File: src/rtl/keypad_passcode_lock_defines.svh
// Assertion macros for the keypad passcode lock.
// Both expect clk and rst_n to be visible where they are used.
`ifndef KEYPAD_PASSCODE_LOCK_DEFINES_SVH
`define KEYPAD_PASSCODE_LOCK_DEFINES_SVH

`ifndef SYNTHESIS

// Holds on every clock edge outside reset.
`define KPL_ASSERT(label, prop) \
    label: assert property (@(posedge clk) disable iff (!rst_n) (prop)) \
        else $error("keypad_passcode_lock: check failed");

// When the first expression holds, the second holds in the next cycle.
`define KPL_ASSERT_NEXT(label, ante, cons) \
    label: assert property (@(posedge clk) disable iff (!rst_n) (ante) |=> (cons)) \
        else $error("keypad_passcode_lock: check failed one cycle after trigger");

`else

`define KPL_ASSERT(label, prop)
`define KPL_ASSERT_NEXT(label, ante, cons)

`endif

`endif

File: src/rtl/kpl_pkg.sv
`default_nettype none

package kpl_pkg;

    localparam int CODE_DIGITS = 4;
    // position counter holds 0..CODE_DIGITS-1; its increment reaches CODE_DIGITS
    localparam int POS_W = $clog2(CODE_DIGITS + 1);
    localparam int IDX_W = (CODE_DIGITS > 1) ? $clog2(CODE_DIGITS) : 1;
    localparam int SHOWN_DIGITS = (CODE_DIGITS < 4) ? CODE_DIGITS : 4;

    localparam int TIMER_W = 16;
    localparam logic [TIMER_W-1:0] TIMEOUT_RESET = 16'd5000;

    typedef logic [3:0] digit_t;
    typedef digit_t [CODE_DIGITS-1:0] code_t;

    localparam digit_t KEY_LOCK = 4'd10;
    localparam digit_t KEY_EDIT = 4'd11;
    localparam digit_t KEY_ZERO = 4'd0;

    localparam logic [1:0] COL_LOCK = 2'd0;
    localparam logic [1:0] COL_ZERO = 2'd1;
    localparam logic [1:0] COL_EDIT = 2'd2;
    localparam logic [1:0] COL_NONE = 2'd3;
    localparam logic [1:0] ROW_BOTTOM = 2'd3;

    localparam logic CMD_TICK = 1'b0;
    localparam logic CMD_KEY  = 1'b1;
    localparam logic MODE_SET   = 1'b0;
    localparam logic MODE_ENTER = 1'b1;

    typedef enum logic [2:0] {
        ST_NONE     = 3'd0,
        ST_PENDING  = 3'd1,
        ST_SUCCESS  = 3'd2,
        ST_TIMEOUT  = 3'd3,
        ST_REJECTED = 3'd4,
        ST_LOCK     = 3'd5,
        ST_EDIT     = 3'd6
    } status_t;

    typedef struct packed {
        logic       command;
        logic       mode;
        logic [1:0] key_row;
        logic [1:0] key_col;
    } in_word_t;

    typedef struct packed {
        status_t     status;
        logic        store_request;
        logic [15:0] passcode_word;
    } out_word_t;

    // first digit in the low nibble; only the first four digits are shown
    function automatic logic [15:0] pack_code(input code_t code);
        logic [15:0] word;
        word = '0;
        for (int i = 0; i < SHOWN_DIGITS; i++) begin
            word[4*i +: 4] = code[i];
        end
        return word;
    endfunction

endpackage

`default_nettype wire

File: src/rtl/keypad_passcode_lock.sv
// Channel   Direction  Handshake                Word
// in        input      in_valid / in_ready      kpl_pkg::in_word_t
// out       output     out_valid / out_ready    kpl_pkg::out_word_t
// cfg       input      cfg_wr_en (no wait)      cfg_wr_data[15:0] (timeout_ticks)
//
// One word per cycle while in_ready is high: each word is decoded and applied to
// the lock state in the cycle it is accepted; its result is registered in the
// output register, or in the skid register behind it if out is stalled. The skid
// register lets one more word in while the output is stalled; in_ready drops only when both are full.
// Reset clears the entry buffers, stored code and timer; timeout_ticks = 5000.

`default_nettype none

module keypad_passcode_lock (
    input  wire logic               clk,
    input  wire logic               rst_n,
    input  wire logic               in_valid,
    output logic                    in_ready,
    input  wire kpl_pkg::in_word_t  in_word,
    output logic                    out_valid,
    input  wire logic               out_ready,
    output kpl_pkg::out_word_t      out_word,
    input  wire logic               cfg_wr_en,
    input  wire logic [15:0]        cfg_wr_data
);

    kpl_pkg::out_word_t out_word_reg;
    kpl_pkg::out_word_t skid_word_reg;
    logic               out_valid_reg;
    logic               skid_valid_reg;
    logic               step;
    kpl_pkg::out_word_t result;

    assign in_ready  = !skid_valid_reg;
    assign step      = in_valid && in_ready;
    assign out_valid = out_valid_reg;
    assign out_word  = out_word_reg;

    kpl_core u_core (
        .clk         (clk),
        .rst_n       (rst_n),
        .step        (step),
        .item        (in_word),
        .cfg_wr_en   (cfg_wr_en),
        .cfg_wr_data (cfg_wr_data),
        .result      (result)
    );

    always_ff @(posedge clk or negedge rst_n)
    begin
        if (!rst_n)
        begin
            out_valid_reg  <= 1'b0;
            skid_valid_reg <= 1'b0;
        end
        else if (out_valid_reg && !out_ready)
        begin
            // output stalled: park the new word
            if (step)
            begin
                skid_valid_reg <= 1'b1;
            end
        end
        else if (skid_valid_reg)
        begin
            skid_valid_reg <= 1'b0;
            out_valid_reg  <= 1'b1;
        end
        else
        begin
            out_valid_reg <= step;
        end
    end

    always_ff @(posedge clk)
    begin
        if (out_valid_reg && !out_ready)
        begin
            if (step)
            begin
                skid_word_reg <= result;
            end
        end
        else if (skid_valid_reg)
        begin
            out_word_reg <= skid_word_reg;
        end
        else if (step)
        begin
            out_word_reg <= result;
        end
    end

`include "keypad_passcode_lock_defines.svh"

    `KPL_ASSERT(a_skid_behind_out, !skid_valid_reg || out_valid_reg)
    `KPL_ASSERT_NEXT(a_stall_parks_word, step && out_valid_reg && !out_ready, skid_valid_reg)
    `KPL_ASSERT(a_store_is_success,
        !(out_valid_reg && out_word_reg.store_request) || (out_word_reg.status == kpl_pkg::ST_SUCCESS))
    `KPL_ASSERT_NEXT(a_skid_drains, skid_valid_reg && out_ready, out_valid_reg && !skid_valid_reg)

endmodule

`default_nettype wire

File: src/rtl/kpl_core.sv
`default_nettype none

module kpl_core (
    input  wire logic               clk,
    input  wire logic               rst_n,
    input  wire logic               step,
    input  wire kpl_pkg::in_word_t  item,
    input  wire logic               cfg_wr_en,
    input  wire logic [15:0]        cfg_wr_data,
    output kpl_pkg::out_word_t      result
);

    logic [kpl_pkg::POS_W-1:0]   set_pos_reg, set_pos_next;
    logic [kpl_pkg::POS_W-1:0]   enter_pos_reg, enter_pos_next;
    kpl_pkg::code_t              set_buf_reg, set_buf_next;
    kpl_pkg::code_t              enter_buf_reg, enter_buf_next;
    kpl_pkg::code_t              stored_reg, stored_next;
    logic                        timer_run_reg, timer_run_next;
    logic [kpl_pkg::TIMER_W-1:0] timer_cnt_reg, timer_cnt_next;
    logic [kpl_pkg::TIMER_W-1:0] timeout_reg;

    kpl_pkg::digit_t             key;
    logic                        is_lock;
    logic                        is_edit;
    kpl_pkg::code_t              buf_cur;
    kpl_pkg::code_t              buf_wr;
    logic [kpl_pkg::POS_W-1:0]   pos_cur;
    logic [kpl_pkg::POS_W-1:0]   pos_inc;
    logic                        full;
    logic [kpl_pkg::TIMER_W-1:0] cnt_inc;
    logic                        expired;
    logic                        clr;
    logic                        stop;
    kpl_pkg::status_t            status;
    logic                        store;

    // key decode
    always_comb
    begin
        key     = {2'b00, item.key_col} * 4'd3 + {2'b00, item.key_row} + 4'd1;
        is_lock = 1'b0;
        is_edit = 1'b0;
        if (item.key_row == kpl_pkg::ROW_BOTTOM)
        begin
            case (item.key_col)
                kpl_pkg::COL_LOCK:
                begin
                    key     = kpl_pkg::KEY_LOCK;
                    is_lock = 1'b1;
                end
                kpl_pkg::COL_EDIT:
                begin
                    key     = kpl_pkg::KEY_EDIT;
                    is_edit = 1'b1;
                end
                default: key = kpl_pkg::KEY_ZERO;
            endcase
        end
    end

    always_comb
    begin
        buf_cur = (item.mode == kpl_pkg::MODE_SET) ? set_buf_reg : enter_buf_reg;
        pos_cur = (item.mode == kpl_pkg::MODE_SET) ? set_pos_reg : enter_pos_reg;
        buf_wr  = buf_cur;
        buf_wr[pos_cur[kpl_pkg::IDX_W-1:0]] = key;
        pos_inc = pos_cur + 1'b1;
        full    = (pos_inc == kpl_pkg::POS_W'(kpl_pkg::CODE_DIGITS));
        // saturating tick count
        cnt_inc = (timer_run_reg && (timer_cnt_reg != '1)) ? timer_cnt_reg + 1'b1
                                                            : timer_cnt_reg;
        expired = (cnt_inc > timeout_reg);
    end

    always_comb
    begin
        set_pos_next   = set_pos_reg;
        enter_pos_next = enter_pos_reg;
        set_buf_next   = set_buf_reg;
        enter_buf_next = enter_buf_reg;
        stored_next    = stored_reg;
        timer_run_next = timer_run_reg;
        timer_cnt_next = timer_cnt_reg;
        status         = kpl_pkg::ST_NONE;
        store          = 1'b0;
        clr            = 1'b0;
        stop           = 1'b0;

        if (step)
        begin
            if (item.command == kpl_pkg::CMD_TICK)
            begin
                timer_cnt_next = cnt_inc;
                if (expired)
                begin
                    clr    = 1'b1;
                    stop   = 1'b1;
                    status = kpl_pkg::ST_TIMEOUT;
                end
            end
            else if (item.key_col != kpl_pkg::COL_NONE)
            begin
                if (is_lock || is_edit)
                begin
                    clr    = 1'b1;
                    stop   = 1'b1;
                    status = is_lock ? kpl_pkg::ST_LOCK : kpl_pkg::ST_EDIT;
                end
                else if (full)
                begin
                    clr  = 1'b1;
                    stop = 1'b1;
                    if (item.mode == kpl_pkg::MODE_SET)
                    begin
                        stored_next = buf_wr;
                        store       = 1'b1;
                        status      = kpl_pkg::ST_SUCCESS;
                    end
                    else
                    begin
                        status = (buf_wr == stored_reg) ? kpl_pkg::ST_SUCCESS
                                                        : kpl_pkg::ST_REJECTED;
                    end
                end
                else
                begin
                    if (item.mode == kpl_pkg::MODE_SET)
                    begin
                        set_buf_next = buf_wr;
                        set_pos_next = pos_inc;
                    end
                    else
                    begin
                        enter_buf_next = buf_wr;
                        enter_pos_next = pos_inc;
                    end
                    timer_run_next = 1'b1;
                    timer_cnt_next = '0;
                    status         = kpl_pkg::ST_PENDING;
                end
            end
        end

        if (clr)
        begin
            if (item.mode == kpl_pkg::MODE_SET)
            begin
                set_pos_next = '0;
                set_buf_next = '0;
            end
            else
            begin
                enter_pos_next = '0;
                enter_buf_next = '0;
            end
        end
        if (stop)
        begin
            timer_run_next = 1'b0;
            timer_cnt_next = '0;
        end
    end

    always_comb
    begin
        result.status        = status;
        result.store_request = store;
        result.passcode_word = kpl_pkg::pack_code(stored_next);
    end

    always_ff @(posedge clk or negedge rst_n)
    begin
        if (!rst_n)
        begin
            set_pos_reg   <= '0;
            enter_pos_reg <= '0;
            set_buf_reg   <= '0;
            enter_buf_reg <= '0;
            stored_reg    <= '0;
            timer_run_reg <= 1'b0;
            timer_cnt_reg <= '0;
            timeout_reg   <= kpl_pkg::TIMEOUT_RESET;
        end
        else
        begin
            set_pos_reg   <= set_pos_next;
            enter_pos_reg <= enter_pos_next;
            set_buf_reg   <= set_buf_next;
            enter_buf_reg <= enter_buf_next;
            stored_reg    <= stored_next;
            timer_run_reg <= timer_run_next;
            timer_cnt_reg <= timer_cnt_next;
            if (cfg_wr_en)
            begin
                timeout_reg <= cfg_wr_data;
            end
        end
    end

endmodule

`default_nettype wire
File: config.mk
export PLATFORM = sky130hd
export DESIGN_NAME = keypad_passcode_lock
export DESIGN_NICKNAME = d
export VERILOG_FILES = /design/src/rtl/kpl_pkg.sv /design/src/rtl/keypad_passcode_lock.sv /design/src/rtl/kpl_core.sv
export VERILOG_INCLUDE_DIRS = /design/src /design/src/rtl
export SDC_FILE = /design/constraint.sdc
export NUM_CORES = 1
export LEC_CHECK = 0
export ABC_CLOCK_PERIOD_IN_PS = 4440
export BUFFER_PORTS_ARGS = -buffer_cell sky130_fd_sc_hd__buf_4
export CORE_ASPECT_RATIO = 0.9
export CORE_UTILIZATION = 55
export DETAILED_ROUTE_END_ITERATION = 16
export PLACE_DENSITY_LB_ADDON = 0.1
export SETUP_SLACK_MARGIN = 0.5
export SYNTH_ARGS = -nofsm -noshare
export SYNTH_HDL_FRONTEND = slang
export SYNTH_HIERARCHICAL = 1
export SYNTH_SLANG_ARGS = --single-unit
File: constraint.sdc
create_clock -name clk -period 4.44 [get_ports clk]
set_clock_uncertainty 0.2 [all_clocks]
set_input_delay 0.444 -clock clk [delete_from_list [all_inputs] [get_ports clk]]
set_output_delay 0.444 -clock clk [all_outputs]
set_load 0.01 [all_outputs]
==> summary.txt <==
STA
  – Slew Limit Fails: 0
  – RSZ-0062 raised after global routing: no
  – Slew Limit Headroom: 0.467
  – Fmax: 261 MHz
  – Final Cycle Share: 0.863
  – Hold Violations, Final: 0
  – Final Critical Period: 3.83 ns
  – Final TNS setup: 0 ns
  – Final setup violation count: 0
  – Slew at the pin closest to its max-slew limit: 0.797 ns

Finish
  – Layout area overhead: 18.9%
  – # diodes: 0
  – Layout cells sized above 1: 0.252
  – Most common library cell in the layout ignoring fill and taps: buf_4
  – Fill cells: 905
  – Most frequent cells in the layout: 79 x buf_4, 78 x dfrtp_1, 70 x nand2_1, 65 x nor2_1, 43 x o21ai_0
  – Nets@finish: 773
  – Fin util: 0.676
  – Final std cells w/o fill: 889

Flow run
  – Max_cap viols: 0

Synthesis
  – Synthesized area: 0.00690 sq mm
  – Synth Register Bits: 129
  – Syn nets: 699
  – Yosys cell types: 63
  – FFs w/ async S/R, synth: 0.690
  – Sequential-to-total area share from yosys stat: 0.498
  – Most area-consuming cells after synthesis: dfrtp_1 30%, edfxtp_1 17%, ha_1 5.1%
  – Post-Syn Instances: 642
  – Synth Flop Type: dfrtp_1
  – Mean Syn Cell Area: 10.7 sq um
  – Largest area contributor in the netlist: dfrtp_1
  – Synth top area share: 0.305
  – Synthesis Warnings: 6
  – Number of synthesized flops with an enable pin: 40

Clock tree
  – CTS max path bufs: 2
  – CTS buffer count: 17
  – Clock Sinks: 129
  – CTS H-Tree Depth: 4
  – CTS tree: built
  – Clock Pin Slew Worst Setup and Hold Paths: 0.06 ns
  – Clock root cell: clkbuf_16
  – Clk_lat worst skew: 0.43 ns

Floorplanning
  – Die X: 120 microns
  – Rows: 38
  – Die area: 0.0130 sq mm
  – I/O pins: 49
  – Starting Density: 0.569
  – Core Region: 0.0121 sq mm
  – Chip Height: 108 microns

Critical path
  – Slowest stage delay, CP: 0.44 ns
  – Slowest stage cell, crit path: a2111o_1
  – Worst Setup End Kind: flip-flop
  – Worst path arrival time: 3.94 ns
  – Worst setup SP type: flip-flop
  – CP Data Required Time: 4.54 ns
  – CP cell instances: and3_1 > and3_4 > a2111o_1 > nor2_2 > xor2_1 > ha_1 > nand4_1 > a2111o_1 > a31oi_4 > a21o_4 > nor2_2 > buf_4 > a22o_1
  – Crit path max fanout: 7
  – Crit path kind: flip-flop to flip-flop

Global routing
  – First-pass GRT wire length: 25.1 mm
  – Number of antenna violations at the first check in global routing: 0
  – Grt total ovfl: 0
  – Vias in the first global route: 4740
  – Largest net degree at the start of global routing: 52
  – All-Layer GR Usage: 0.261

Routing
  – DRC: 0
  – Final ANT Viol Nets: 0
  – First-pass DRT Iterations: 6
  – Routed vias: 4998
  – Iter 0 DRT Violations: 335
  – Vias per cell: 5.62
  – Drt wl/cell: 17.9 microns
  – Routed WL: 15.9 mm

Power
  – Switching pwr: 1.48 mW
  – Logic pwr share: 0.319
  – Pwr Density: 533 mW/mm^2
  – P_leak: 3.67 nW
  – Clock power share: 0.291
  – Total chip power: 4.37 mW
  – Max IR drop VDD: 382 uV
  – Switching part of the total: 0.339
  – Power Internal: 2.89 mW
  – Register share of total power: 0.391

Placement
  – GPL Wtd Cong: 0.874
  – HPWL Detailed: 10.7 mm
  – Input/output buffers: 48
  – Inst Count DP: 839

Worst hold path
  – Hold Crit Class: input port to flip-flop

Run status
  – Status: complete, no violations
## per-stage QoR
stage          worst slack [ns]  hold WS (ns)  cell area, sq um
2_1_floorplan             0.754       -0.0516              6900
3_3_place_gp              0.321         0.296              7400
3_5_place_dp              0.181         0.301              7400
4_1_cts                   0.504        0.0112              8000
5_1_grt                   0.441        0.0272              8200
6_report                  0.606        0.0259              8200
## critical path: cells and delay by family (launching register included)
kind                     cells  cell delay [ns]
flip-flops                   1             0.43
XOR/XNOR                     1             0.09
adder cells (fa/ha/maj)      1             0.31
AO/OA/AOI/OAI                5             1.58
AND/OR/NAND/NOR              5             0.90
buffers and inverters        1             0.19
## timing repair
action	4_1_cts	5_1_grt
buffers inserted	1	16
setup endpoints to repair	57	56
pin swaps	2	11
hold buffers	1	0
resized for setup	10	21
endpoints found under the hold margin	48	0
## power by group through the flow
stage | sequential, mW | combinational, mW | clock [mW]
2_1_floorplan | 1.70 | 0.934 | 0
3_3_place_gp | 1.71 | 1.31 | 0
3_5_place_dp | 1.72 | 1.34 | 0
4_1_cts | 1.70 | 1.36 | 1.29
5_1_grt | 1.74 | 1.53 | 1.34
6_report | 1.71 | 1.39 | 1.27
## final timing paths
check	endpoint	slack, ns	cells after the start	from
min in group asynchronous	u_core/set_buf_reg[12]$_DFF_PN0_	0.39	2	rst_n
min reg2reg	u_core/timeout_reg[12]$_DFFE_PN1P_	0.31	2	u_core/timeout_reg[12]$_DFFE_PN1P_
max in group asynchronous	u_core/timer_cnt_reg[12]$_DFFE_PN0P_	2.65	3	rst_n
max reg2reg	u_core/timer_cnt_reg[12]$_DFFE_PN0P_	0.61	13	u_core/timer_cnt_reg[12]$_DFFE_PN0P_
max	u_core/timer_cnt_reg[12]$_DFFE_PN0P_	0.61	13	u_core/timer_cnt_reg[12]$_DFFE_PN0P_
min	u_core/timeout_reg[4]$_DFFE_PN0P_	0.03	3	cfg_wr_data[4]
## cell families (layout without fill, tap and decap cells)
| group | Yosys count | in the layout | synth area share |
|---|---|---|---|
| compound gates | 136 | 136 | 0.133 |
| xor+xnor | 30 | 30 | 0.0381 |
| fa+ha+maj | 30 | 30 | 0.0566 |
| buf+inv | 56 | 143 | 0.0428 |
| flops | 129 | 129 | 0.498 |
| mux | 52 | 52 | 0.0905 |
| simple gates | 209 | 209 | 0.141 |
## synthesized netlist by cell type (all sizes together) (18+ instances only)
cell type and n:
a211oi 18, a21oi 27, buf 18, dfrtp 84, edfxtp 40, ha 28
inv 29, mux2 32, mux2i 20, nand2 71, nor2 68, o21ai 44
## area by class of cell
cell class / count / area, sq um / share of cell area
Tap cell: 160 / 200 / 0.0244
Clock buffer: 18 / 429 / 0.0523
Inverter: 29 / 109 / 0.0133
Timing Repair Buffer: 82 / 629 / 0.0767
Multi-Input combinational cell: 457 / 3280 / 0.400
Sequential cell: 129 / 3440 / 0.420
Clock inverter: 14 / 109 / 0.0133
## metal layers
| metal | vias to the layer above | global-route usage | share of wire | wire length (microns) |
|---|---|---|---|---|
| met5 | - | 0 | 0 | 0 |
| met4 | 0 | 0.106 | 0.015 | 235 |
| met3 | 15 | 0.0580 | 0.040 | 639 |
| met2 | 123 | 0.367 | 0.43 | 6890 |
| met1 | 2434 | 0.388 | 0.51 | 8140 |
| li1 | 2426 | - | - | - |
(Power assumes the default switching activity.)
